===== src/assert_macros.svh =====
// Assertion macros used by the top level of the binarizer.
`ifndef ASSERT_MACROS_SVH
`define ASSERT_MACROS_SVH

// Checked on every rising edge, suspended while reset is asserted.
`define WGMB_ASSERT(lbl, prop, msg) \
  lbl: assert property (@(posedge clk_i) disable iff (!rst_ni) prop) else $error(msg);

// Checked on every rising edge, reset included.
`define WGMB_ASSERT_ALWAYS(lbl, prop, msg) \
  lbl: assert property (@(posedge clk_i) prop) else $error(msg);

`endif


===== src/wgmb_pkg.sv =====
// Shared types and constants of the weighted group midrange binarizer.
package wgmb_pkg;

  // Sizes
  localparam int unsigned DEPTH_DEF   = 64;
  localparam int unsigned SAMPLE_W    = 8;
  localparam int unsigned NUM_SAMPLES = 9;
  localparam int unsigned CENTER_POS  = 4;
  localparam int unsigned WEIGHT_W    = 16;
  localparam int unsigned RING_W      = 11;  // sum of eight bytes
  localparam int unsigned SUM_W       = 28;
  localparam int unsigned THR_W       = 27;
  localparam int unsigned GIDX_W      = 6;
  localparam int unsigned CFG_IDX_W   = 8;
  localparam int unsigned IN_DATA_W   = 72;
  localparam int unsigned OUT_DATA_W  = 40;

  // Register indexes on the configuration port
  localparam logic [CFG_IDX_W-1:0] REG_RING_WEIGHT   = 8'd0;
  localparam logic [CFG_IDX_W-1:0] REG_CENTER_WEIGHT = 8'd1;

  // Reset values
  localparam logic signed [WEIGHT_W-1:0] RING_WEIGHT_RST   = 16'sd1;
  localparam logic signed [WEIGHT_W-1:0] CENTER_WEIGHT_RST = 16'sd8;
  localparam logic signed [SUM_W-1:0]    MIN_RST           = 28'sh7FF_FFFF;
  localparam logic signed [SUM_W-1:0]    MAX_RST           = '0;

  // Controller states
  typedef enum logic [1:0] {
    ST_LOAD,     // groups are taken in and stored
    ST_THRESH,   // threshold computed, first read issued
    ST_CAPTURE,  // read data arrives, result register loaded
    ST_HOLD      // result offered downstream
  } state_e;

  // Group leaving the weighting pipeline
  typedef struct packed {
    logic                     vld;
    logic                     last;
    logic signed [SUM_W-1:0]  sum;
  } grp_t;

endpackage


===== src/weighted_group_midrange_binarizer.sv =====
// Top level of the weighted group midrange binarizer.
//
// Input items arrive on s_axis: nine unsigned byte samples in tdata and the
// blob_end marker on tlast. Each group is weighted (ring weight on eight
// samples, centre weight on sample 4) and written to a DEPTH-entry sum store
// while a running maximum and minimum are kept. Groups past DEPTH are dropped
// and flagged. One group is taken per cycle while s_axis_tready is high; a group
// passes the ring-total and product registers before it is stored.
// After the blob_end group is accepted, s_axis_tready stays low until the
// blob has been drained. In the cycle after the last group is stored the
// threshold (max+min)/2 is formed, then each stored sum is read back and
// compared: the read is issued, the read data is loaded into the result
// register and the result is offered; the next read is issued only when
// the offered result is accepted. A stalled m_axis holds the result register
// and the emission index. The cfg port writes ring_weight (index 0) and
// center_weight (index 1); it is always ready.
// Reset restores the weights to 1 and 8, clears the blob state and returns
// to taking groups; the store itself is not cleared.
`include "assert_macros.svh"

module weighted_group_midrange_binarizer #(
  parameter int unsigned DEPTH = wgmb_pkg::DEPTH_DEF
) (
  input  logic                                clk_i,
  input  logic                                rst_ni,
  // Group input
  input  logic                                s_axis_tvalid,
  output logic                                s_axis_tready,
  // sample0[7:0], sample1[15:8], ... sample8[71:64]
  input  logic [wgmb_pkg::IN_DATA_W-1:0]      s_axis_tdata,
  input  logic                                s_axis_tlast,   // blob_end
  // Result output
  output logic                                m_axis_tvalid,
  input  logic                                m_axis_tready,
  // polar_bit[0], group_index[6:1], threshold_value[33:7], overflowed[34], zero[39:35]
  output logic [wgmb_pkg::OUT_DATA_W-1:0]     m_axis_tdata,
  output logic                                m_axis_tlast,   // run_end
  // Configuration writes
  input  logic                                cfg_valid_i,
  output logic                                cfg_ready_o,
  input  logic [wgmb_pkg::CFG_IDX_W-1:0]      cfg_index_i,
  input  logic [wgmb_pkg::WEIGHT_W-1:0]       cfg_data_i
);

  localparam int unsigned CNT_W = $clog2(DEPTH + 1);
  localparam int unsigned IDX_W = (DEPTH > 1) ? $clog2(DEPTH) : 1;

  wgmb_pkg::state_e                     state_q, state_d;
  logic signed [wgmb_pkg::WEIGHT_W-1:0] ring_w_q, center_w_q;
  logic signed [wgmb_pkg::SUM_W-1:0]    max_q, min_q, thr_q;
  logic signed [wgmb_pkg::SUM_W:0]      mm_sum;
  logic signed [wgmb_pkg::SUM_W-1:0]    thr_d;
  logic [CNT_W-1:0]                     cnt_q;
  logic                                 ovf_q;
  logic [IDX_W-1:0]                     idx_q, idx_inc;
  logic                                 bit_q, last_q;
  logic                                 in_acc, out_acc, last_busy;
  logic                                 store_ok, is_last;
  logic                                 rd_en, ld_out, blob_clr, take_in;
  logic [IDX_W-1:0]                     rd_addr;
  logic [wgmb_pkg::SUM_W-1:0]           rd_data;
  wgmb_pkg::grp_t                       grp;

  assign in_acc  = s_axis_tvalid & s_axis_tready;
  assign out_acc = m_axis_tvalid & m_axis_tready;

  // Configuration registers
  assign cfg_ready_o = 1'b1;
  always_ff @(posedge clk_i or negedge rst_ni) begin
    if (!rst_ni) begin
      ring_w_q   <= wgmb_pkg::RING_WEIGHT_RST;
      center_w_q <= wgmb_pkg::CENTER_WEIGHT_RST;
    end else if (cfg_valid_i) begin
      unique case (cfg_index_i)
        wgmb_pkg::REG_RING_WEIGHT:   ring_w_q   <= cfg_data_i;
        wgmb_pkg::REG_CENTER_WEIGHT: center_w_q <= cfg_data_i;
        default: ;
      endcase
    end
  end

  // Weighting pipeline
  wgmb_weight u_weight (
    .clk_i       (clk_i),
    .rst_ni      (rst_ni),
    .acc_i       (in_acc),
    .samples_i   (s_axis_tdata),
    .last_i      (s_axis_tlast),
    .ring_w_i    (ring_w_q),
    .center_w_i  (center_w_q),
    .last_busy_o (last_busy),
    .grp_o       (grp)
  );

  assign store_ok = grp.vld & (cnt_q < CNT_W'(DEPTH));

  // Sum store
  wgmb_mem #(
    .DEPTH (DEPTH),
    .AW    (IDX_W)
  ) u_mem (
    .clk_i   (clk_i),
    .we_i    (store_ok),
    .waddr_i (cnt_q[IDX_W-1:0]),
    .wdata_i (grp.sum),
    .re_i    (rd_en),
    .raddr_i (rd_addr),
    .rdata_o (rd_data)
  );

  // Midrange, truncated toward zero
  assign mm_sum = {max_q[wgmb_pkg::SUM_W-1], max_q} + {min_q[wgmb_pkg::SUM_W-1], min_q};
  assign thr_d  = wgmb_pkg::SUM_W'((mm_sum + (wgmb_pkg::SUM_W+1)'(mm_sum[wgmb_pkg::SUM_W])) >>> 1);

  assign idx_inc = idx_q + 1'b1;
  assign is_last = (CNT_W'(idx_q) + 1'b1) == cnt_q;

  // Next state
  always_comb begin
    state_d = state_q;
    unique case (state_q)
      wgmb_pkg::ST_LOAD:    if (grp.vld && grp.last) state_d = wgmb_pkg::ST_THRESH;
      wgmb_pkg::ST_THRESH:  state_d = wgmb_pkg::ST_CAPTURE;
      wgmb_pkg::ST_CAPTURE: state_d = wgmb_pkg::ST_HOLD;
      wgmb_pkg::ST_HOLD: begin
        if (m_axis_tready) begin
          state_d = last_q ? wgmb_pkg::ST_LOAD : wgmb_pkg::ST_CAPTURE;
        end
      end
      default: state_d = wgmb_pkg::ST_LOAD;
    endcase
  end

  // Controller outputs
  always_comb begin
    take_in       = 1'b0;
    rd_en         = 1'b0;
    rd_addr       = '0;
    ld_out        = 1'b0;
    blob_clr      = 1'b0;
    m_axis_tvalid = 1'b0;
    unique case (state_q)
      wgmb_pkg::ST_LOAD:    take_in = ~last_busy & ~(grp.vld & grp.last);
      wgmb_pkg::ST_THRESH:  rd_en = 1'b1;
      wgmb_pkg::ST_CAPTURE: ld_out = 1'b1;
      wgmb_pkg::ST_HOLD: begin
        m_axis_tvalid = 1'b1;
        rd_en         = m_axis_tready & ~last_q;
        rd_addr       = idx_inc;
        blob_clr      = m_axis_tready & last_q;
      end
      default: ;
    endcase
  end

  assign s_axis_tready = take_in;

  // State, blob tracking and emission index
  always_ff @(posedge clk_i or negedge rst_ni) begin
    if (!rst_ni) begin
      state_q <= wgmb_pkg::ST_LOAD;
      max_q   <= wgmb_pkg::MAX_RST;
      min_q   <= wgmb_pkg::MIN_RST;
      cnt_q   <= '0;
      ovf_q   <= 1'b0;
      idx_q   <= '0;
    end else begin
      state_q <= state_d;
      if (blob_clr) begin
        max_q <= wgmb_pkg::MAX_RST;
        min_q <= wgmb_pkg::MIN_RST;
        cnt_q <= '0;
        ovf_q <= 1'b0;
      end else if (store_ok) begin
        cnt_q <= cnt_q + 1'b1;
        if (grp.sum > max_q) max_q <= grp.sum;
        if (grp.sum < min_q) min_q <= grp.sum;
      end else if (grp.vld) begin
        ovf_q <= 1'b1;
      end
      if (state_q == wgmb_pkg::ST_THRESH) begin
        idx_q <= '0;
      end else if (out_acc && !last_q) begin
        idx_q <= idx_inc;
      end
    end
  end

  // Threshold and result register
  always_ff @(posedge clk_i) begin
    if (state_q == wgmb_pkg::ST_THRESH) begin
      thr_q <= thr_d;
    end
    if (ld_out) begin
      bit_q  <= $signed(rd_data) > thr_q;
      last_q <= is_last;
    end
  end

  assign m_axis_tdata = {5'b0, ovf_q, thr_q[wgmb_pkg::THR_W-1:0],
                         wgmb_pkg::GIDX_W'(idx_q), bit_q};
  assign m_axis_tlast = last_q;

  // Checks
  `WGMB_ASSERT(a_cnt_bound, cnt_q <= CNT_W'(DEPTH), "group count past store depth")
  `WGMB_ASSERT(a_no_take_after_end, last_busy |-> !s_axis_tready,
               "group taken while a blob end is in flight")
  `WGMB_ASSERT(a_last_matches_count, (m_axis_tvalid && m_axis_tlast) |-> is_last,
               "run end does not match stored group count")
  `WGMB_ASSERT(a_clear_after_run, (out_acc && m_axis_tlast) |=> (cnt_q == '0 && !ovf_q),
               "blob state not cleared after the last result")

endmodule


===== src/wgmb_weight.sv =====
// Two-stage weighting pipeline: ring total, then the two weight products.
module wgmb_weight (
  input  logic                                        clk_i,
  input  logic                                        rst_ni,
  input  logic                                        acc_i,
  input  logic [wgmb_pkg::IN_DATA_W-1:0]              samples_i,
  input  logic                                        last_i,
  input  logic signed [wgmb_pkg::WEIGHT_W-1:0]        ring_w_i,
  input  logic signed [wgmb_pkg::WEIGHT_W-1:0]        center_w_i,
  output logic                                        last_busy_o,
  output wgmb_pkg::grp_t                              grp_o
);

  logic                                  s1_vld_q, s1_last_q;
  logic [wgmb_pkg::RING_W-1:0]           ring_d, ring_q;
  logic [wgmb_pkg::SAMPLE_W-1:0]         ctr_q;
  logic                                  s2_vld_q, s2_last_q;
  logic signed [wgmb_pkg::SUM_W-1:0]     pr_d, pr_q;
  logic signed [24:0]                    pc_d, pc_q;

  // Sum of the eight ring samples
  always_comb begin
    ring_d = '0;
    for (int j = 0; j < wgmb_pkg::NUM_SAMPLES; j++) begin
      if (j != wgmb_pkg::CENTER_POS) begin
        ring_d = ring_d + wgmb_pkg::RING_W'(samples_i[j*wgmb_pkg::SAMPLE_W +: wgmb_pkg::SAMPLE_W]);
      end
    end
  end

  // Weight products, operands sign-extended to the product width
  assign pr_d = wgmb_pkg::SUM_W'(ring_w_i) * wgmb_pkg::SUM_W'($signed({1'b0, ring_q}));
  assign pc_d = 25'(center_w_i) * 25'($signed({1'b0, ctr_q}));

  // Valid and marker flags
  always_ff @(posedge clk_i or negedge rst_ni) begin
    if (!rst_ni) begin
      s1_vld_q  <= 1'b0;
      s1_last_q <= 1'b0;
      s2_vld_q  <= 1'b0;
      s2_last_q <= 1'b0;
    end else begin
      s1_vld_q  <= acc_i;
      s1_last_q <= acc_i & last_i;
      s2_vld_q  <= s1_vld_q;
      s2_last_q <= s1_last_q;
    end
  end

  // Payload
  always_ff @(posedge clk_i) begin
    if (acc_i) begin
      ring_q <= ring_d;
      ctr_q  <= samples_i[wgmb_pkg::CENTER_POS*wgmb_pkg::SAMPLE_W +: wgmb_pkg::SAMPLE_W];
    end
    if (s1_vld_q) begin
      pr_q <= pr_d;
      pc_q <= pc_d;
    end
  end

  assign last_busy_o = s1_last_q | s2_last_q;
  assign grp_o.vld   = s2_vld_q;
  assign grp_o.last  = s2_last_q;
  assign grp_o.sum   = pr_q + wgmb_pkg::SUM_W'(pc_q);

endmodule


===== src/wgmb_mem.sv =====
// Sum store: one write port, one read port with registered read data.
module wgmb_mem #(
  parameter int unsigned DEPTH = wgmb_pkg::DEPTH_DEF,
  parameter int unsigned AW    = (DEPTH > 1) ? $clog2(DEPTH) : 1
) (
  input  logic                              clk_i,
  input  logic                              we_i,
  input  logic [AW-1:0]                     waddr_i,
  input  logic [wgmb_pkg::SUM_W-1:0]        wdata_i,
  input  logic                              re_i,
  input  logic [AW-1:0]                     raddr_i,
  output logic [wgmb_pkg::SUM_W-1:0]        rdata_o
);

  logic [wgmb_pkg::SUM_W-1:0] mem [DEPTH];
  logic [wgmb_pkg::SUM_W-1:0] rdata_q;

  always_ff @(posedge clk_i) begin
    if (we_i) begin
      mem[waddr_i] <= wdata_i;
    end
  end

  always_ff @(posedge clk_i) begin
    if (re_i) begin
      rdata_q <= mem[raddr_i];
    end
  end

  assign rdata_o = rdata_q;

endmodule

===== config.mk =====
export PLATFORM = sky130hd
export DESIGN_NAME = weighted_group_midrange_binarizer
export DESIGN_NICKNAME = d
export VERILOG_FILES = /design/src/wgmb_pkg.sv /design/src/weighted_group_midrange_binarizer.sv /design/src/wgmb_weight.sv /design/src/wgmb_mem.sv
export VERILOG_INCLUDE_DIRS = /design/src /design/src/src
export SDC_FILE = /design/constraint.sdc
export NUM_CORES = 2
export LEC_CHECK = 0
export BUFFER_PORTS_ARGS = -buffer_cell sky130_fd_sc_hd__buf_2
export CAP_MARGIN = 20
export CORE_AREA = 5 5 450 452
export DETAILED_ROUTE_END_ITERATION = 16
export DIE_AREA = 0 0 455 457
export PLACE_DENSITY_LB_ADDON = 0.25
export SLEW_MARGIN = 20
export SYNTH_ARGS = -nofsm -noshare
export SYNTH_HDL_FRONTEND = slang
export SYNTH_SLANG_ARGS = --single-unit

===== constraint.sdc =====
create_clock -name clk_i -period 7.46 [get_ports clk_i]
set_input_delay 0.746 -clock clk_i [delete_from_list [all_inputs] [get_ports clk_i]]
set_output_delay 0.746 -clock clk_i [all_outputs]
set_load 0.05 [all_outputs]

==> Flow_metrics.wiki <==
{| class="wikitable"
! Metric !! Value
|-
| Outcome || complete, no violations
|-
| Post-Route WL || 262100 um
|-
| Combined global-route utilization of all metal layers || 24.70%
|-
| Clock share of power || 22.9%
|-
| Proportion of synthesized chip area in sequential cells || 63.98%
|-
| Endpoint arrival time on the critical path || 7.40 ns
|-
| Number of clock sinks || 2030
|-
| Clock tree from TritonCTS || built
|-
| Switching power as a share of total power || 41.53%
|-
| NetSw || 18.71 mW
|-
| Transition at the pin with the smallest max-transition slack || 1.244 ns
|-
| Cell area after synthesis || 94490 um^2
|-
| RSZ-0062 raised after global routing || no
|-
| Gate Count Post-Synth || 7209
|-
| Launching element type of the critical path || register
|-
| Endpoint required time on the critical path || 8.20 ns
|-
| Half-perimeter wire length of the detailed placement result || 155100 um
|-
| Count of nets left with antenna violations after detail routing || 0
|-
| Routed length per instance || 25.85 um
|-
| Core box area || 198400 um^2
|-
| Number of enable-type register cells in the synthesized netlist || 1922
|-
| Antenna violations before repair || 4
|-
| Final count of negative-setup-slack endpoints || 0
|-
| Buffer type at the clock tree root || clkbuf_16
|-
| Top Layer Used || met4
|-
| Placer's final routability congestion estimate || 0.8653
|-
| Fin Hold WS || 0.07358 ns
|-
| Total count of hold-check failures in the final report || 0
|-
| Commonest cells in the netlist || edfxtp_1, nand2_1, inv_1
|-
| Crit-path most repeated cell || a21oi_1
|-
| Pleak || 38.69 nW
|-
| Most repeated cell in the gate-level netlist after synthesis || edfxtp_1
|-
| Setup crit end kind || register
|-
| Yosys warning count || 0
|-
| I/O Pins || 146
|-
| Share of the synthesized area in the top cell type || 61.08%
|-
| Number of buffers between clock root and the deepest sink || 3
|-
| Detailed-routed wire length on met3 || 18290 um
|-
| Int Pwr || 26.33 mW
|-
| Clock Latency Late Sink || 0.88 ns
|-
| Initial DRC count || 6116
|-
| Prevailing post-synth register cell || edfxtp_1
|-
| Die Ht || 457 um
|-
| Overflow left after global routing || 0
|-
| Clock period minus worst slack || 6.661 ns
|-
| Amount of wire on met2 after detailed routing || 128000 um
|-
| Max-cap viol count || 0
|-
| Remaining max-slew budget at the tightest pin || 16.56%
|-
| PwrDens || 422.5 nW/um^2
|-
| Post-CTS setup buffer count || 0
|-
| Final net count || 7981
|-
| Number of distinct library cells after synthesis || 84
|-
| H-tree depth || 4
|-
| Average size of a mapped cell || 13.11 um^2
|-
| Area Growth Syn to Fin || 12.81%
|-
| DRC violations left || 0
|-
| Share of layout cells above drive strength 1 || 10.94%
|-
| Initial Util || 47.62%
|-
| Detailed-route vias per instance || 5.967
|-
| Class of the worst hold path || input pin to register
|-
| Fin crit share || 89.29%
|-
| DIE AREA || 207900 um^2
|-
| Highest net fanout along the worst path || 21
|-
| TritonCTS Buffers || 205
|-
| Die width || 455 um
|-
| Synthesis-stage register bit count || 2030
|-
| Worst setup path category || register to register
|-
| Final number of max-transition violations || 0
|-
| Biggest area contributors in the synthesized netlist || edfxtp_1, fa_1, nand2_1
|-
| Cell with the largest stage delay on the worst path || a311oi_1
|-
| Number of global-route vias before repair || 59870
|-
| Number of search-and-repair iterations in the first detailed-routing pass || 5
|-
| Via count of the routed design || 60490
|-
| Biggest cell delay along the critical path || 0.62 ns
|-
| Pin count of the biggest net entering global routing || 120
|-
| Sum of negative setup slack || 0 ns
|-
| Wire length of the first global-routing pass || 386200 um
|-
| Buffers on Ports || 139
|-
| Async set-or-reset flop fraction in the synthesized netlist || 5.320%
|-
| Post-Route Skew || 0.09675 ns
|-
| Peak ir drop on the vdd network || 602.1 uV
|-
| Sequential cell fraction of total power || 32.7%
|-
| Sequence of cells on the critical path || ha_2 -> fa_2 -> a21o_1 -> a21oi_1 -> o21ai_0 -> a21oi_1 -> a31oi_1 -> a21boi_0 -> o21ai_0 -> a311oi_1 -> xor2_1 -> inv_2 -> ha_1 -> nand4_1 -> nor2_1 -> nand2_1 -> o41ai_1 -> mux2i_1 -> nand2_1 -> buf_4 -> a21oi_1 -> o21a_1
|-
| Combinational power share || 44.4%
|-
| Routed met1 length || 102300 um
|-
| Highest attainable clock frequency || 150.1 MHz
|-
| Clock transition time at the flip-flop clock pins of the worst setup and hold paths || 0.06 ns
|-
| Number of rows created at floorplan || 164
|-
| Post-synth top area cell || edfxtp_1
|}
-- registers in the layout, summed over array words and instances (netlist names), 11 cells and up --
signal and flops:
thr_q 28, min_q 28, u_weight.pc_q 25, center_w_q 16, u_weight.pr_q 28, ring_w_q 16
u_mem.mem 1792, u_mem.rdata_o 28, u_weight.ring_q 11, max_q 28
-- area by class of cell --
class | count | area (um^2)
Antenna cell | 4 | 10.01
Clock buffer | 251 | 5344
Clock inverter | 135 | 1456
Fill cell | 16230 | 91830
Inverter | 544 | 2042
Multi-Input combinational cell | 4194 | 31030
Sequential cell | 2030 | 60460
Tap cell | 2656 | 3323
Timing Repair Buffer | 324 | 2933
-- critical path: cells and delay by family (launching register included) --
family / cells / cell delay [ns]
XOR/XNOR: 1 / 0.29
buffers and inverters: 2 / 0.45
multiplexers: 1 / 0.53
flip-flops: 1 / 0.37
AND/OR/NAND/NOR: 4 / 0.88
adder cells (fa/ha/maj): 3 / 0.89
AO/OA/AOI/OAI: 11 / 3.10
-- stage by stage --
stage                     worst slack, ns  cells  area [um^2]  total power, mW  util, %
final                              0.7987  10140       106600            45.04    53.72
after global routing               0.2779  10140       106600            47.14    53.72
after CTS                          0.8296  10130       106400            45.04    53.61
after detailed placement           0.8743   9738        99570            34.77    50.18
after global placement             0.9427   9718        99070            34.42    49.93
after floorplan                    0.8938   7213        94510            27.58        -
-- power by group through the flow --
stage	registers (mW)	logic (mW)	clock network [mW]
6_report	14.7	20.0	10.3
4_1_cts	14.7	19.9	10.4
3_3_place_gp	15.0	19.5	0
5_1_grt	14.8	21.5	10.9
3_5_place_dp	15.0	19.8	0
2_1_floorplan	14.8	12.8	0
-- cell families (layout without fill, tap and decap cells) --
group / count (synthesis) / in the layout / share of synthesized area (%)
xor+xnor: 148 / 148 / 1.404
flops: 2030 / 2030 / 63.98
mux: 78 / 78 / 0.8686
other cells: 2 / 10 / 0.007948
compound gates: 1703 / 1703 / 12.02
fa+ha+maj: 580 / 580 / 10.10
simple gates: 1679 / 1679 / 7.545
buf+inv: 989 / 1254 / 4.088
-- cells in the final DEF, fill, tap and decap left out, types with 38 or more instances in the layout --
| cell | count |
|---|---|
| a211oi_1 | 206 |
| a21o_1 | 65 |
| a21oi_1 | 334 |
| a311oi_1 | 226 |
| a31oi_1 | 237 |
| and2_1 | 139 |
| buf_12 | 38 |
| buf_2 | 138 |
| buf_4 | 127 |
| clkbuf_1 | 43 |
| clkbuf_16 | 206 |
| clkinv_1 | 47 |
| dfrtp_1 | 78 |
| edfxtp_1 | 1922 |
| fa_1 | 303 |
| ha_1 | 275 |
| inv_1 | 542 |
| mux2i_1 | 46 |
| nand2_1 | 1160 |
| nand3_1 | 41 |
| nor2_1 | 115 |
| nor2_4 | 69 |
| o21ai_0 | 60 |
| o22ai_1 | 451 |
| xnor2_1 | 84 |
-- metal layers --
| metal | up-vias | track usage [%] |
|---|---|---|
| met5 | - | 0 |
| met4 | 0 | 11.62 |
| met3 | 485 | 3.367 |
| met2 | 2603 | 40.98 |
| met1 | 30510 | 32.29 |
| li1 | 26900 | - |
-- what timing repair did --
item / in CTS / in global routing
setup endpoints to repair: 0 / 0
hold endpoints to repair: 33 / 0
resized for setup: 0 / 0
hold buffers: 1 / 0
-- worst paths after layout --
kind                                               from                      endpoint  slack (ns)  depth (start not counted)
min in group asynchronous                        rst_ni       ring_w_q[3]$_DFFE_PN0P_        0.44                          2
max in group asynchronous                        rst_ni          min_q[5]$_DFFE_PN1P_        5.80                          4
hold / removal                         s_axis_tdata[35]   u_weight.ctr_q[3]$_DFFE_PP_        0.07                          1
setup / recovery             u_weight.pr_q[0]$_DFFE_PP_         min_q[27]$_DFFE_PN0P_        0.80                         22
setup reg to reg             u_weight.pr_q[0]$_DFFE_PP_         min_q[27]$_DFFE_PN0P_        0.80                         22
hold reg to reg            u_weight.s1_last_q$_DFF_PN0_  u_weight.s2_last_q$_DFF_PN0_        0.50                          0
No activity file was read; power rests on OpenSTA's default activity.
